File: config.mk
export PLATFORM = sky130hd
export DESIGN_NAME = best_fit_allocator_coalescing_top
export DESIGN_NICKNAME = d
export VERILOG_FILES = /design/src/bfa_pkg.sv /design/src/bfa_ram.sv /design/src/bfa_datapath.sv /design/src/bfa_ctrl.sv /design/src/best_fit_allocator_coalescing_top.sv
export VERILOG_INCLUDE_DIRS = /design/src /design/src/src
export SDC_FILE = /design/constraint.sdc
export NUM_CORES = 2
export LEC_CHECK = 0
export ABC_AREA = 0
export BUFFER_PORTS_ARGS = -buffer_cell sky130_fd_sc_hd__buf_2
export CAP_MARGIN = 30
export CORE_ASPECT_RATIO = 2
export CORE_MARGIN = 2
export CORE_UTILIZATION = 60
export DETAILED_ROUTE_END_ITERATION = 8
export PLACE_DENSITY = 0.81
export SYNTH_ARGS = -nofsm -noshare
export SYNTH_HDL_FRONTEND = slang
export SYNTH_SLANG_ARGS = --single-unit
File: constraint.sdc
create_clock -name clk -period 8 [get_ports clk]
set_input_delay 0 -clock clk [delete_from_list [all_inputs] [get_ports clk]]
set_output_delay 0 -clock clk [all_outputs]
set_load 0.005 [all_outputs]
File: src/assert_macros.svh
// Assertion macros shared by the allocator RTL.
`ifndef ASSERT_MACROS_SVH
`define ASSERT_MACROS_SVH
`ifndef ASSERT_OFF
`define ASSERT_IMPLIES(label, clk, rst_n, pre, post) \
	label: assert property (@(posedge clk) disable iff (!rst_n) (pre) |-> (post)) \
	else $error("assertion failed");
`define ASSERT_NEXT(label, clk, rst_n, pre, post) \
	label: assert property (@(posedge clk) disable iff (!rst_n) (pre) |=> (post)) \
	else $error("assertion failed");
`else
`define ASSERT_IMPLIES(label, clk, rst_n, pre, post)
`define ASSERT_NEXT(label, clk, rst_n, pre, post)
`endif
`endif

File: src/bfa_pkg.sv
// Package with the status codes, commands and controller interface types of the allocator.
package bfa_pkg;
	// Size of the managed region in units; addresses are 11 bits wide.
	localparam int REGION_UNITS = 2048;

	localparam logic [1:0] ST_OK         = 2'd0;
	localparam logic [1:0] ST_NO_FIT     = 2'd1;
	localparam logic [1:0] ST_NOT_FOUND  = 2'd2;
	localparam logic [1:0] ST_TABLE_FULL = 2'd3;
	localparam logic CMD_ALLOC = 1'b0;
	localparam logic CMD_FREE  = 1'b1;

	// Datapath operation selected by the controller.
	typedef enum logic [3:0] {
		OP_NONE,
		OP_LATCH,
		OP_SCAN_FREE,
		OP_SCAN_USED,
		OP_FREE_POS,
		OP_SHIFT_FREE_DOWN,
		OP_SHIFT_FREE_UP,
		OP_SHIFT_USED_DOWN,
		OP_COMMIT
	} dp_op_t;

	typedef struct packed {
		dp_op_t op;
		logic   first;
	} dp_cmd_t;

	typedef struct packed {
		logic scan_done;
		logic shift_done;
		logic found;
		logic exact_fit;
		logic join_prev;
		logic join_next;
		logic free_full;
		logic used_full;
	} dp_stat_t;
endpackage

File: src/bfa_ram.sv
// Generic single-write, single-read RAM with a registered read port.
module bfa_ram #(
	parameter int WIDTH = 12,
	parameter int DEPTH = 64
) (
	input  logic                     clk,
	input  logic                     we,
	input  logic [$clog2(DEPTH)-1:0] waddr,
	input  logic [WIDTH-1:0]         wdata,
	input  logic [$clog2(DEPTH)-1:0] raddr,
	output logic [WIDTH-1:0]         rdata
);
	logic [WIDTH-1:0] mem_q [DEPTH];

	// Registered read; a read of the entry being written returns the old contents.
	always_ff @(posedge clk) begin
		if (we) begin
			mem_q[waddr] <= wdata;
		end
		rdata <= mem_q[raddr];
	end
endmodule

File: src/bfa_datapath.sv
// Datapath of the allocator: free and used tables, scan registers and merge arithmetic.
module bfa_datapath #(
	parameter int FREE_ENTRIES = 64,
	parameter int USED_ENTRIES = 64
) (
	input  logic             clk,
	input  logic             arst_n,
	input  bfa_pkg::dp_cmd_t cmd,
	output bfa_pkg::dp_stat_t stat,
	input  logic             in_command,
	input  logic [11:0]      in_size,
	input  logic [10:0]      in_addr,
	output logic [10:0]      res_addr,
	output logic             req_is_free,
	output logic             size_zero
);
	localparam int LW = $clog2(bfa_pkg::REGION_UNITS + 1);
	localparam int FA = $clog2(FREE_ENTRIES);
	localparam int UA = $clog2(USED_ENTRIES);
	localparam int FC = $clog2(FREE_ENTRIES + 1);
	localparam int UC = $clog2(USED_ENTRIES + 1);
	localparam int IW = ((FC > UC) ? FC : UC) + 1;

	// Request registers.
	logic          cmd_q;
	logic [LW-1:0] size_q;
	logic [LW-1:0] addr_q;
	// Counts.
	logic [FC-1:0] free_count_q;
	logic [UC-1:0] used_count_q;
	// Scan state: issue index; the read data and its index follow in the next cycle.
	logic [IW-1:0] idx_q;
	logic          rvalid_q;
	logic [IW-1:0] ridx_q;
	logic          found_q;
	logic [FC-1:0] best_q;
	logic [LW-1:0] best_len_q;
	logic [LW-1:0] best_start_q;
	logic [UC-1:0] uhit_q;
	logic [LW-1:0] ulen_q;
	// Neighbour data for a free.
	logic [FC-1:0] pos_q;
	logic [LW-1:0] prev_start_q, prev_len_q, next_start_q, next_len_q;
	logic          pos_done_q;

	// Memory ports.
	logic          fwe, uwe;
	logic [FA-1:0] fwaddr, fraddr;
	logic [UA-1:0] uwaddr, uraddr;
	logic [2*LW-1:0] fwdata, frdata, uwdata, urdata;
	logic [LW-1:0] f_start, f_len, u_start, u_len;

	bfa_ram #(.WIDTH(2*LW), .DEPTH(FREE_ENTRIES)) u_free_ram (
		.clk(clk), .we(fwe), .waddr(fwaddr), .wdata(fwdata),
		.raddr(fraddr), .rdata(frdata));
	bfa_ram #(.WIDTH(2*LW), .DEPTH(USED_ENTRIES)) u_used_ram (
		.clk(clk), .we(uwe), .waddr(uwaddr), .wdata(uwdata),
		.raddr(uraddr), .rdata(urdata));

	assign f_start = frdata[2*LW-1:LW];
	assign f_len   = frdata[LW-1:0];
	assign u_start = urdata[2*LW-1:LW];
	assign u_len   = urdata[LW-1:0];

	// Entry 0 of the free table reads as the reset segment until first written.
	logic entry0_valid_q;
	logic [LW-1:0] f_start_v, f_len_v;
	always_comb begin
		f_start_v = f_start;
		f_len_v   = f_len;
		if (!entry0_valid_q && ridx_q == '0) begin
			f_start_v = '0;
			f_len_v   = LW'(bfa_pkg::REGION_UNITS);
		end
	end

	// Derived flags.
	logic [LW:0] prev_end, req_end;
	logic        jp, jn;
	assign prev_end = {1'b0, prev_start_q} + {1'b0, prev_len_q};
	assign req_end  = {1'b0, addr_q} + {1'b0, ulen_q};
	assign jp = (pos_q != '0) && (prev_end == {1'b0, addr_q});
	assign jn = (pos_q < free_count_q) && (req_end == {1'b0, next_start_q});

	logic [IW-1:0] scan_lim;
	always_comb begin
		case (cmd.op)
			bfa_pkg::OP_SCAN_USED: scan_lim = IW'(used_count_q);
			default:               scan_lim = IW'(free_count_q);
		endcase
	end

	// Upper bound of a downward shift walk.
	function automatic logic [IW-1:0] scan_lim_shift(input bfa_pkg::dp_op_t op);
		logic [IW-1:0] r;
		r = (op == bfa_pkg::OP_SHIFT_FREE_DOWN) ? IW'(free_count_q)
			: IW'(used_count_q);
		return r;
	endfunction

	// Read address: scans and shifts both read at the issue index.
	always_comb begin
		fraddr = idx_q[FA-1:0];
		uraddr = idx_q[UA-1:0];
	end

	// Table writes.
	always_comb begin
		fwe = 1'b0; fwaddr = '0; fwdata = '0;
		uwe = 1'b0; uwaddr = '0; uwdata = '0;
		case (cmd.op)
			bfa_pkg::OP_SHIFT_FREE_DOWN: begin
				// Entry ridx moves to ridx-1.
				if (rvalid_q && !cmd.first) begin
					fwe = 1'b1;
					fwaddr = FA'(ridx_q - 1'b1);
					fwdata = {f_start_v, f_len_v};
				end
			end
			bfa_pkg::OP_SHIFT_FREE_UP: begin
				// Entry ridx moves to ridx+1.
				if (rvalid_q && !cmd.first) begin
					fwe = 1'b1;
					fwaddr = FA'(ridx_q + 1'b1);
					fwdata = {f_start_v, f_len_v};
				end
			end
			bfa_pkg::OP_SHIFT_USED_DOWN: begin
				if (rvalid_q && !cmd.first) begin
					uwe = 1'b1;
					uwaddr = UA'(ridx_q - 1'b1);
					uwdata = urdata;
				end
			end
			bfa_pkg::OP_COMMIT: begin
				if (cmd_q == bfa_pkg::CMD_ALLOC) begin
					uwe = 1'b1;
					uwaddr = UA'(used_count_q);
					uwdata = {best_start_q, size_q};
					if (best_len_q != size_q) begin
						fwe = 1'b1;
						fwaddr = FA'(best_q);
						fwdata = {LW'(best_start_q + size_q), LW'(best_len_q - size_q)};
					end
				end else if (jp) begin
					fwe = 1'b1;
					fwaddr = FA'(pos_q - 1'b1);
					fwdata = {prev_start_q,
						jn ? LW'(prev_len_q + ulen_q + next_len_q) : LW'(prev_len_q + ulen_q)};
				end else if (jn) begin
					fwe = 1'b1;
					fwaddr = FA'(pos_q);
					fwdata = {addr_q, LW'(ulen_q + next_len_q)};
				end else begin
					fwe = 1'b1;
					fwaddr = FA'(pos_q);
					fwdata = {addr_q, ulen_q};
				end
			end
			default: ;
		endcase
	end

	// Sequencing registers.
	always_ff @(posedge clk or negedge arst_n) begin
		if (!arst_n) begin
			cmd_q          <= 1'b0;
			size_q         <= '0;
			addr_q         <= '0;
			free_count_q   <= FC'(1);
			used_count_q   <= '0;
			entry0_valid_q <= 1'b0;
			idx_q          <= '0;
			rvalid_q       <= 1'b0;
			ridx_q         <= '0;
			found_q        <= 1'b0;
			best_q         <= '0;
			best_len_q     <= '0;
			best_start_q   <= '0;
			uhit_q         <= '0;
			ulen_q         <= '0;
			pos_q          <= '0;
			prev_start_q   <= '0;
			prev_len_q     <= '0;
			next_start_q   <= '0;
			next_len_q     <= '0;
			pos_done_q     <= 1'b0;
		end else begin
			if (fwe && fwaddr == '0) begin
				entry0_valid_q <= 1'b1;
			end
			case (cmd.op)
				bfa_pkg::OP_LATCH: begin
					cmd_q  <= in_command;
					size_q <= LW'(in_size);
					addr_q <= LW'(in_addr);
				end
				bfa_pkg::OP_SCAN_FREE, bfa_pkg::OP_SCAN_USED, bfa_pkg::OP_FREE_POS: begin
					if (cmd.first) begin
						idx_q      <= '0;
						rvalid_q   <= 1'b0;
						found_q    <= 1'b0;
						pos_done_q <= 1'b0;
						pos_q      <= '0;
					end else begin
						rvalid_q <= idx_q < scan_lim;
						ridx_q   <= idx_q;
						if (idx_q < scan_lim) begin
							idx_q <= idx_q + 1'b1;
						end
						if (rvalid_q) begin
							if (cmd.op == bfa_pkg::OP_SCAN_FREE) begin
								if (f_len_v >= size_q && (!found_q || f_len_v < best_len_q)) begin
									found_q      <= 1'b1;
									best_q       <= FC'(ridx_q);
									best_len_q   <= f_len_v;
									best_start_q <= f_start_v;
								end
							end else if (cmd.op == bfa_pkg::OP_SCAN_USED) begin
								if (!found_q && u_start == addr_q) begin
									found_q <= 1'b1;
									uhit_q  <= UC'(ridx_q);
									ulen_q  <= u_len;
								end
							end else if (!pos_done_q) begin
								if (f_start_v <= addr_q) begin
									pos_q        <= FC'(ridx_q + 1'b1);
									prev_start_q <= f_start_v;
									prev_len_q   <= f_len_v;
								end else begin
									pos_done_q   <= 1'b1;
									next_start_q <= f_start_v;
									next_len_q   <= f_len_v;
								end
							end
						end
					end
				end
				bfa_pkg::OP_SHIFT_FREE_DOWN, bfa_pkg::OP_SHIFT_USED_DOWN: begin
					// Start one above the removed entry, walk up to the count.
					if (cmd.first) begin
						rvalid_q <= 1'b0;
						if (cmd.op == bfa_pkg::OP_SHIFT_FREE_DOWN) begin
							idx_q <= ((cmd_q == bfa_pkg::CMD_ALLOC) ? IW'(best_q) : IW'(pos_q))
								+ 1'b1;
						end else begin
							idx_q <= IW'(uhit_q) + 1'b1;
						end
					end else begin
						rvalid_q <= idx_q < scan_lim_shift(cmd.op);
						ridx_q   <= idx_q;
						if (idx_q < scan_lim_shift(cmd.op)) begin
							idx_q <= idx_q + 1'b1;
						end
						if (stat.shift_done) begin
							if (cmd.op == bfa_pkg::OP_SHIFT_FREE_DOWN) begin
								free_count_q <= free_count_q - 1'b1;
							end else begin
								used_count_q <= used_count_q - 1'b1;
							end
						end
					end
				end
				bfa_pkg::OP_SHIFT_FREE_UP: begin
					// Walk from the top entry down to the insert position.
					if (cmd.first) begin
						rvalid_q <= 1'b0;
						idx_q    <= IW'(free_count_q) - 1'b1;
					end else begin
						rvalid_q <= (idx_q >= IW'(pos_q)) && !idx_q[IW-1];
						ridx_q   <= idx_q;
						if ((idx_q >= IW'(pos_q)) && !idx_q[IW-1]) begin
							idx_q <= idx_q - 1'b1;
						end
					end
				end
				bfa_pkg::OP_COMMIT: begin
					if (cmd_q == bfa_pkg::CMD_ALLOC) begin
						used_count_q <= used_count_q + 1'b1;
					end else if (!jp && !jn) begin
						free_count_q <= free_count_q + 1'b1;
					end
				end
				default: ;
			endcase
		end
	end

	// Status to the controller.
	always_comb begin
		stat.scan_done  = !rvalid_q && (idx_q >= scan_lim);
		stat.shift_done = (cmd.op == bfa_pkg::OP_SHIFT_FREE_UP)
			? (!rvalid_q && (idx_q[IW-1] || idx_q < IW'(pos_q)))
			: (!rvalid_q && idx_q >= scan_lim_shift(cmd.op));
		stat.found      = found_q;
		stat.exact_fit  = best_len_q == size_q;
		stat.join_prev  = jp;
		stat.join_next  = jn;
		stat.free_full  = free_count_q >= FC'(FREE_ENTRIES);
		stat.used_full  = used_count_q >= UC'(USED_ENTRIES);
	end

	assign res_addr    = best_start_q[10:0];
	assign req_is_free = cmd_q;
	assign size_zero   = size_q == '0;
endmodule

File: src/bfa_ctrl.sv
// Controller state machine sequencing scans, table shifts and the result of each request.
module bfa_ctrl (
	input  logic              clk,
	input  logic              arst_n,
	input  logic              in_fire,
	output logic              in_ready,
	output logic              res_valid,
	input  logic              res_ready,
	output logic [1:0]        res_status,
	output logic              res_grant,
	output bfa_pkg::dp_cmd_t  cmd,
	input  bfa_pkg::dp_stat_t stat,
	input  logic              req_is_free,
	input  logic              size_zero
);
	typedef enum logic [3:0] {
		S_IDLE, S_DECODE, S_SCAN_F, S_SCAN_U, S_POS, S_CHECK,
		S_COMMIT, S_SHIFT_FD, S_SHIFT_FU, S_SHIFT_UD, S_DONE
	} state_t;

	state_t     state_q;
	logic       first_q;
	logic       res_valid_q;
	logic [1:0] res_status_q;
	logic       res_grant_q;

	assign in_ready   = state_q == S_IDLE && !res_valid_q;
	assign res_valid  = res_valid_q;
	assign res_status = res_status_q;
	assign res_grant  = res_grant_q;

	// Command to the datapath for the present state.
	always_comb begin
		cmd.first = first_q;
		case (state_q)
			S_IDLE:     cmd.op = in_fire ? bfa_pkg::OP_LATCH : bfa_pkg::OP_NONE;
			S_SCAN_F:   cmd.op = bfa_pkg::OP_SCAN_FREE;
			S_SCAN_U:   cmd.op = bfa_pkg::OP_SCAN_USED;
			S_POS:      cmd.op = bfa_pkg::OP_FREE_POS;
			S_SHIFT_FD: cmd.op = bfa_pkg::OP_SHIFT_FREE_DOWN;
			S_SHIFT_FU: cmd.op = bfa_pkg::OP_SHIFT_FREE_UP;
			S_SHIFT_UD: cmd.op = bfa_pkg::OP_SHIFT_USED_DOWN;
			S_COMMIT:   cmd.op = bfa_pkg::OP_COMMIT;
			default:    cmd.op = bfa_pkg::OP_NONE;
		endcase
	end

	// State and result register.
	always_ff @(posedge clk or negedge arst_n) begin
		if (!arst_n) begin
			state_q      <= S_IDLE;
			first_q      <= 1'b0;
			res_valid_q  <= 1'b0;
			res_status_q <= bfa_pkg::ST_OK;
			res_grant_q  <= 1'b0;
		end else begin
			first_q <= 1'b0;
			if (res_valid_q && res_ready) begin
				res_valid_q <= 1'b0;
			end
			case (state_q)
				S_IDLE: begin
					if (in_fire) begin
						state_q <= S_DECODE;
					end
				end
				S_DECODE: begin
					first_q <= 1'b1;
					if (req_is_free) begin
						state_q <= S_SCAN_U;
					end else if (size_zero) begin
						res_status_q <= bfa_pkg::ST_NO_FIT;
						res_grant_q  <= 1'b0;
						state_q      <= S_DONE;
					end else begin
						state_q <= S_SCAN_F;
					end
				end
				S_SCAN_F: begin
					if (!first_q && stat.scan_done) begin
						res_grant_q <= 1'b0;
						if (!stat.found) begin
							res_status_q <= bfa_pkg::ST_NO_FIT;
							state_q      <= S_DONE;
						end else if (stat.used_full) begin
							res_status_q <= bfa_pkg::ST_TABLE_FULL;
							state_q      <= S_DONE;
						end else begin
							state_q <= S_COMMIT;
						end
					end
				end
				S_SCAN_U: begin
					if (!first_q && stat.scan_done) begin
						res_grant_q <= 1'b0;
						first_q     <= 1'b1;
						if (!stat.found) begin
							res_status_q <= bfa_pkg::ST_NOT_FOUND;
							state_q      <= S_DONE;
						end else begin
							state_q <= S_POS;
						end
					end
				end
				S_POS: begin
					if (!first_q && stat.scan_done) begin
						state_q <= S_CHECK;
					end
				end
				S_CHECK: begin
					first_q <= 1'b1;
					if (!stat.join_prev && !stat.join_next && stat.free_full) begin
						res_status_q <= bfa_pkg::ST_TABLE_FULL;
						state_q      <= S_DONE;
					end else if (stat.join_prev && stat.join_next) begin
						state_q <= S_COMMIT;
					end else if (!stat.join_prev && !stat.join_next) begin
						state_q <= S_SHIFT_FU;
					end else begin
						state_q <= S_COMMIT;
					end
				end
				S_SHIFT_FU: begin
					if (!first_q && stat.shift_done) begin
						state_q <= S_COMMIT;
					end
				end
				S_COMMIT: begin
					first_q      <= 1'b1;
					res_status_q <= bfa_pkg::ST_OK;
					if (!req_is_free) begin
						// An exact fit uses up the segment, which leaves the free table.
						res_grant_q <= 1'b1;
						if (stat.exact_fit) begin
							state_q <= S_SHIFT_FD;
						end else begin
							state_q <= S_DONE;
						end
					end else if (stat.join_prev && stat.join_next) begin
						state_q <= S_SHIFT_FD;
					end else begin
						state_q <= S_SHIFT_UD;
					end
				end
				S_SHIFT_FD: begin
					if (!first_q && stat.shift_done) begin
						first_q <= 1'b1;
						state_q <= req_is_free ? S_SHIFT_UD : S_DONE;
					end
				end
				S_SHIFT_UD: begin
					if (!first_q && stat.shift_done) begin
						state_q <= S_DONE;
					end
				end
				S_DONE: begin
					res_valid_q <= 1'b1;
					state_q     <= S_IDLE;
				end
				default: state_q <= S_IDLE;
			endcase
		end
	end
endmodule

File: src/best_fit_allocator_coalescing_top.sv
// Top level of the best-fit allocator with coalescing free table.
//  channel | direction | tdata fields (low bit first)          | tuser
//  s_axis  | in        | command, request_size, block_address    | -
//  m_axis  | out       | granted_address, status                 | -
// A request passes an accept state and a decode state, one walk of the free table
// (allocate) or of the used table and then the free table (free), then table shifts
// of up to one walk each.
// Reset sets the counts to one free segment and no used blocks; the tables need no clearing pass.
// A result waits in its output register; the next request is taken once it has gone.
`include "assert_macros.svh"
module best_fit_allocator_coalescing_top #(
	parameter int FREE_ENTRIES = 64,
	parameter int USED_ENTRIES = 64
) (
	input  logic        clk,
	input  logic        arst_n,
	input  logic        s_axis_tvalid,
	output logic        s_axis_tready,
	input  logic [23:0] s_axis_tdata,  // command[0], request_size[12:1], block_address[23:13]
	output logic        m_axis_tvalid,
	input  logic        m_axis_tready,
	output logic [15:0] m_axis_tdata   // granted_address[10:0], status[12:11], zero fill
);
	bfa_pkg::dp_cmd_t  cmd;
	bfa_pkg::dp_stat_t stat;
	logic        in_fire, res_grant, req_is_free, size_zero;
	logic [1:0]  res_status;
	logic [10:0] res_addr;

	assign in_fire = s_axis_tvalid && s_axis_tready;

	bfa_ctrl u_ctrl (
		.clk(clk), .arst_n(arst_n), .in_fire(in_fire), .in_ready(s_axis_tready),
		.res_valid(m_axis_tvalid), .res_ready(m_axis_tready), .res_status(res_status),
		.res_grant(res_grant), .cmd(cmd), .stat(stat),
		.req_is_free(req_is_free), .size_zero(size_zero));

	bfa_datapath #(
		.FREE_ENTRIES(FREE_ENTRIES), .USED_ENTRIES(USED_ENTRIES)
	) u_dp (
		.clk(clk), .arst_n(arst_n), .cmd(cmd), .stat(stat),
		.in_command(s_axis_tdata[0]), .in_size(s_axis_tdata[12:1]),
		.in_addr(s_axis_tdata[23:13]), .res_addr(res_addr),
		.req_is_free(req_is_free), .size_zero(size_zero));

	// Result transfer: address only on a successful grant.
	assign m_axis_tdata = {3'b000, res_status,
		(res_grant && res_status == bfa_pkg::ST_OK) ? res_addr : 11'd0};

	// No request is taken while a result waits.
	`ASSERT_IMPLIES(a_no_take_busy, clk, arst_n, m_axis_tvalid, !s_axis_tready)
	// A granted address goes out only with ok status.
	`ASSERT_IMPLIES(a_addr_ok, clk, arst_n, m_axis_tvalid && m_axis_tdata[10:0] != 11'd0,
		m_axis_tdata[12:11] == bfa_pkg::ST_OK)
	// An accepted request closes the input side on the next cycle.
	`ASSERT_NEXT(a_busy_after_take, clk, arst_n, in_fire, !s_axis_tready)
endmodule

==> results.yml <==
outcome:
  outcome: "completed"
cells_and_area:
  final_cell_mix: "3072 x sky130_fd_sc_hd__edfxtp_1, 1008 x sky130_fd_sc_hd__mux4_2, 282 x sky130_fd_sc_hd__clkbuf_16, 202 x sky130_fd_sc_hd__buf_4, 165 x sky130_fd_sc_hd__dfrtp_1"
  drive_gt1_frac: 0.2946
  layout.cells.most_common: "sky130_fd_sc_hd__edfxtp_1"
  final_net_count: 6806
  area_delta_synth_final_pct: 11.58
  postLayoutCoreUtil: 0.6726
  fillcell_total: 13050
  final-instance-count-excl-fill: 9822
clock_tree:
  cts_sinks: 3292
  cts_setup_buffers: 0
  cts-buffers-inserted: 273
  clock_root_buffer: "sky130_fd_sc_hd__clkbuf_16"
  clkSlewWorstSetupHoldPaths_ns: 0.07
  htreeDepth: 5
  cts_tree: "built"
  clk_path_buf_depth: 4
  worst_skew_pair.late_latency_ns: 0.87
timing:
  relSlewSlack: 0.2246
  timing.setup.tns_ns: 0
  final.setup_skew_ns: 0.03592
  final_hold_viol_count: 0
  fmaxAchievable_mhz: 157.4
  holdWs_ns: 0.2458
  final-setup-viol-count: 0
  layout_min_cycle_time_ns: 6.353
  drv_slew: 0
  rsz0062_at_grt: "no"
  finalCritPeriodShare: 0.7941
  timing_worst_slew_pin_value_ns: 1.163
min_path:
  hold_wc_path_type: "in -> async"
synthesis:
  postSynth.topFlopCell: "sky130_fd_sc_hd__edfxtp_1"
  synth_top_area_frac: 0.6943
  synthesis.yosys.warnings: 0
  synth_enable_flop_cells: 3072
  synth_largest_area_cell: "sky130_fd_sc_hd__edfxtp_1"
  seq_area_frac_synth: 0.7340
  yosys-top-cells-area: "sky130_fd_sc_hd__edfxtp_1 69%, sky130_fd_sc_hd__mux4_2 17%, sky130_fd_sc_hd__dfrtp_1 3.2%"
  synth_area_um2: 132900
  postSynthRegisterBits: 3292
  synthesized_instance_count: 6278
  synth_area_per_cell_um2: 21.16
  yosysUniqueCellTypes: 85
  async_flop_share: 0.05225
place:
  dp_hpwl_um: 251800
  dp.cells: 9202
  routabilityCongestion: 1.039
  port-buffer-count: 42
setup_path:
  worst-endpoint-arrival_ns: 6.83
  path_max_fanout: 24
  critPathLaunchType: "flop"
  worst-setup-path-type: "reg -> reg"
  endpoint_kind: "flop"
  required_ns: 8.48
route:
  detail_route.iter0.violations: 9811
  route.final.wire_length_um: 419200
  detailroute.via_count: 70460
  route.detailed.wl_per_inst_um: 42.68
  drt.antenna.violating_nets: 0
  vias_per_cell: 7.173
  detailedRoute.firstPassIterationCount: 9
  drc: 0
global_route:
  via_count_of_the_first_global_routing_pass: 71940
  grt_start_max_net_pins: 162
  global_route.usage.total: 0.3796
  antenna_found_initial: 55
  grt_first_pass_wirelength_um: 579500
  grt.overflow.total: 0
power:
  totalPowerFinal_mw: 51.73
  leakagePower_nw: 46.07
  power_density_nw_per_um2: 349.0
  worst_ir_drop_vdd_mv: 0.3061
floorplan:
  coreArea_um2: 220400
  num_io_pins: 46
  die_height_um: 669.5
  row_count: 244
  initial_core_utilization: 0.6028
  die_boundary_width_um: 336.7
  die_area_um2: 225400
job:
  timing.max_cap.violations: 0
==> repair_timing <==
action,CTS,global route
setup endpoints to repair,0,0
resized for setup,0,0
hold buffers,78,0
hold endpoints to repair,200,0
==> cell usage after synthesis (21+ instances only) <==
cell type	instances
sky130_fd_sc_hd__inv_1	107
sky130_fd_sc_hd__a21o_1	35
sky130_fd_sc_hd__mux2_2	116
sky130_fd_sc_hd__mux2i_1	39
sky130_fd_sc_hd__xor2_1	38
sky130_fd_sc_hd__nand2_1	143
sky130_fd_sc_hd__nor3_1	42
sky130_fd_sc_hd__o21ai_0	118
sky130_fd_sc_hd__dfxtp_1	48
sky130_fd_sc_hd__dfrtp_1	171
sky130_fd_sc_hd__edfxtp_1	3072
sky130_fd_sc_hd__nor2b_1	29
sky130_fd_sc_hd__a22o_1	25
sky130_fd_sc_hd__ha_1	156
sky130_fd_sc_hd__a21oi_1	111
sky130_fd_sc_hd__xnor2_1	90
sky130_fd_sc_hd__nand4_1	23
sky130_fd_sc_hd__buf_1	82
sky130_fd_sc_hd__nand3_1	44
sky130_fd_sc_hd__nor2_1	238
sky130_fd_sc_hd__a22oi_1	21
sky130_fd_sc_hd__mux4_2	1008
sky130_fd_sc_hd__clkbuf_1	219
==> path summary, 6_finish.rpt <==
check	start	endpoint	slack, ns	cells after the start
worst max-delay path	u_dp.prev_len_q[1]	u_dp.u_free_ram.mem_q[61][18]	1.65	12
worst min register to register	u_dp.uhit_q[1]	u_dp.uhit_q[1]	0.48	2
max in group asynchronous	arst_n	u_dp.idx_q[3]	6.81	4
min in group clk	s_axis_tvalid	u_ctrl.state_q[0]	0.34	6
worst min-delay path	arst_n	u_dp.addr_q[9]	0.25	4
worst max register to register	u_dp.prev_len_q[1]	u_dp.u_free_ram.mem_q[61][18]	1.65	12
==> layer usage <==
metal	part of all wire	track usage	wire [µm]	up-vias
met5	0.00078	0.002171	329	-
met2	0.51	0.6288	213200	5519
met1	0.28	0.3901	115900	36340
li1	-	-	-	26830
met3	0.095	0.09146	39690	1728
met4	0.12	0.3603	50030	42
==> area by class of cell <==
class	instances	area [µm²]	area share
Tap cell	2952	3694	0.02491
Clock inverter	134	1164	0.007849
Inverter	107	401.6	0.002709
Clock buffer	341	7312	0.04932
Multi-Input combinational cell	2573	34620	0.2336
Antenna cell	57	142.6	0.0009622
Sequential cell	3292	97530	0.6579
Timing Repair Buffer	366	3376	0.02277
==> report_power, final <==
part           switching (mW)  leakage (nW)  internal, mW
registers                1.16          29.4          19.9
logic                    10.4          12.5          6.93
clock network            6.26          4.13          7.04
==> cell families (layout without fill, tap and decap cells) <==
logic type,count (synthesis),in the layout,share of synthesized area
adders and majority gates,165,165,0.01605
muxes,1165,1165,0.1838
AOI/OAI and AO/OA,467,467,0.02290
xor gates and xnor gates,128,128,0.008438
and+or+nand+nor,645,645,0.02289
buffers and inverters,415,948,0.01188
other,1,60,0.00002823
DFF,3292,3292,0.7340
==> state kept, by name, summed over array words and instances, names as in the netlist, 8 cells and up <==
name	cells
u_dp.addr_q	11
u_dp.best_len_q	12
u_dp.best_start_q	12
u_dp.idx_q	8
u_dp.next_len_q	12
u_dp.next_start_q	12
u_dp.prev_len_q	12
u_dp.prev_start_q	12
u_dp.ridx_q	8
u_dp.size_q	12
u_dp.u_free_ram.mem_q	1536
u_dp.u_free_ram.rdata	24
u_dp.u_used_ram.mem_q	1536
u_dp.u_used_ram.rdata	24
u_dp.ulen_q	12
==> critical path, stage by stage, from the launching register on <==
cell	delay, ns
sky130_fd_sc_hd__dfrtp_1	0.43
sky130_fd_sc_hd__inv_1	0.18
sky130_fd_sc_hd__fa_1	0.50
sky130_fd_sc_hd__nor2b_1	0.26
sky130_fd_sc_hd__o211ai_1	0.20
sky130_fd_sc_hd__a21oi_2	0.21
sky130_fd_sc_hd__mux2_4	0.32
sky130_fd_sc_hd__or4b_4	0.59
sky130_fd_sc_hd__or3_1	0.73
sky130_fd_sc_hd__or4_4	0.62
sky130_fd_sc_hd__nand3_1	0.18
sky130_fd_sc_hd__nand3_1	0.69
sky130_fd_sc_hd__nor2_4	1.03
==> through the flow <==
step / setup WS (ns) / instance area [µm²]
2_1_floorplan: 1.534 / 132900
3_3_place_gp: 1.844 / 138200
3_5_place_dp: 1.712 / 138600
4_1_cts: 1.673 / 147900
5_1_grt: 1.432 / 148200
6_report: 1.647 / 148200
(Power assumes the default switching activity.)
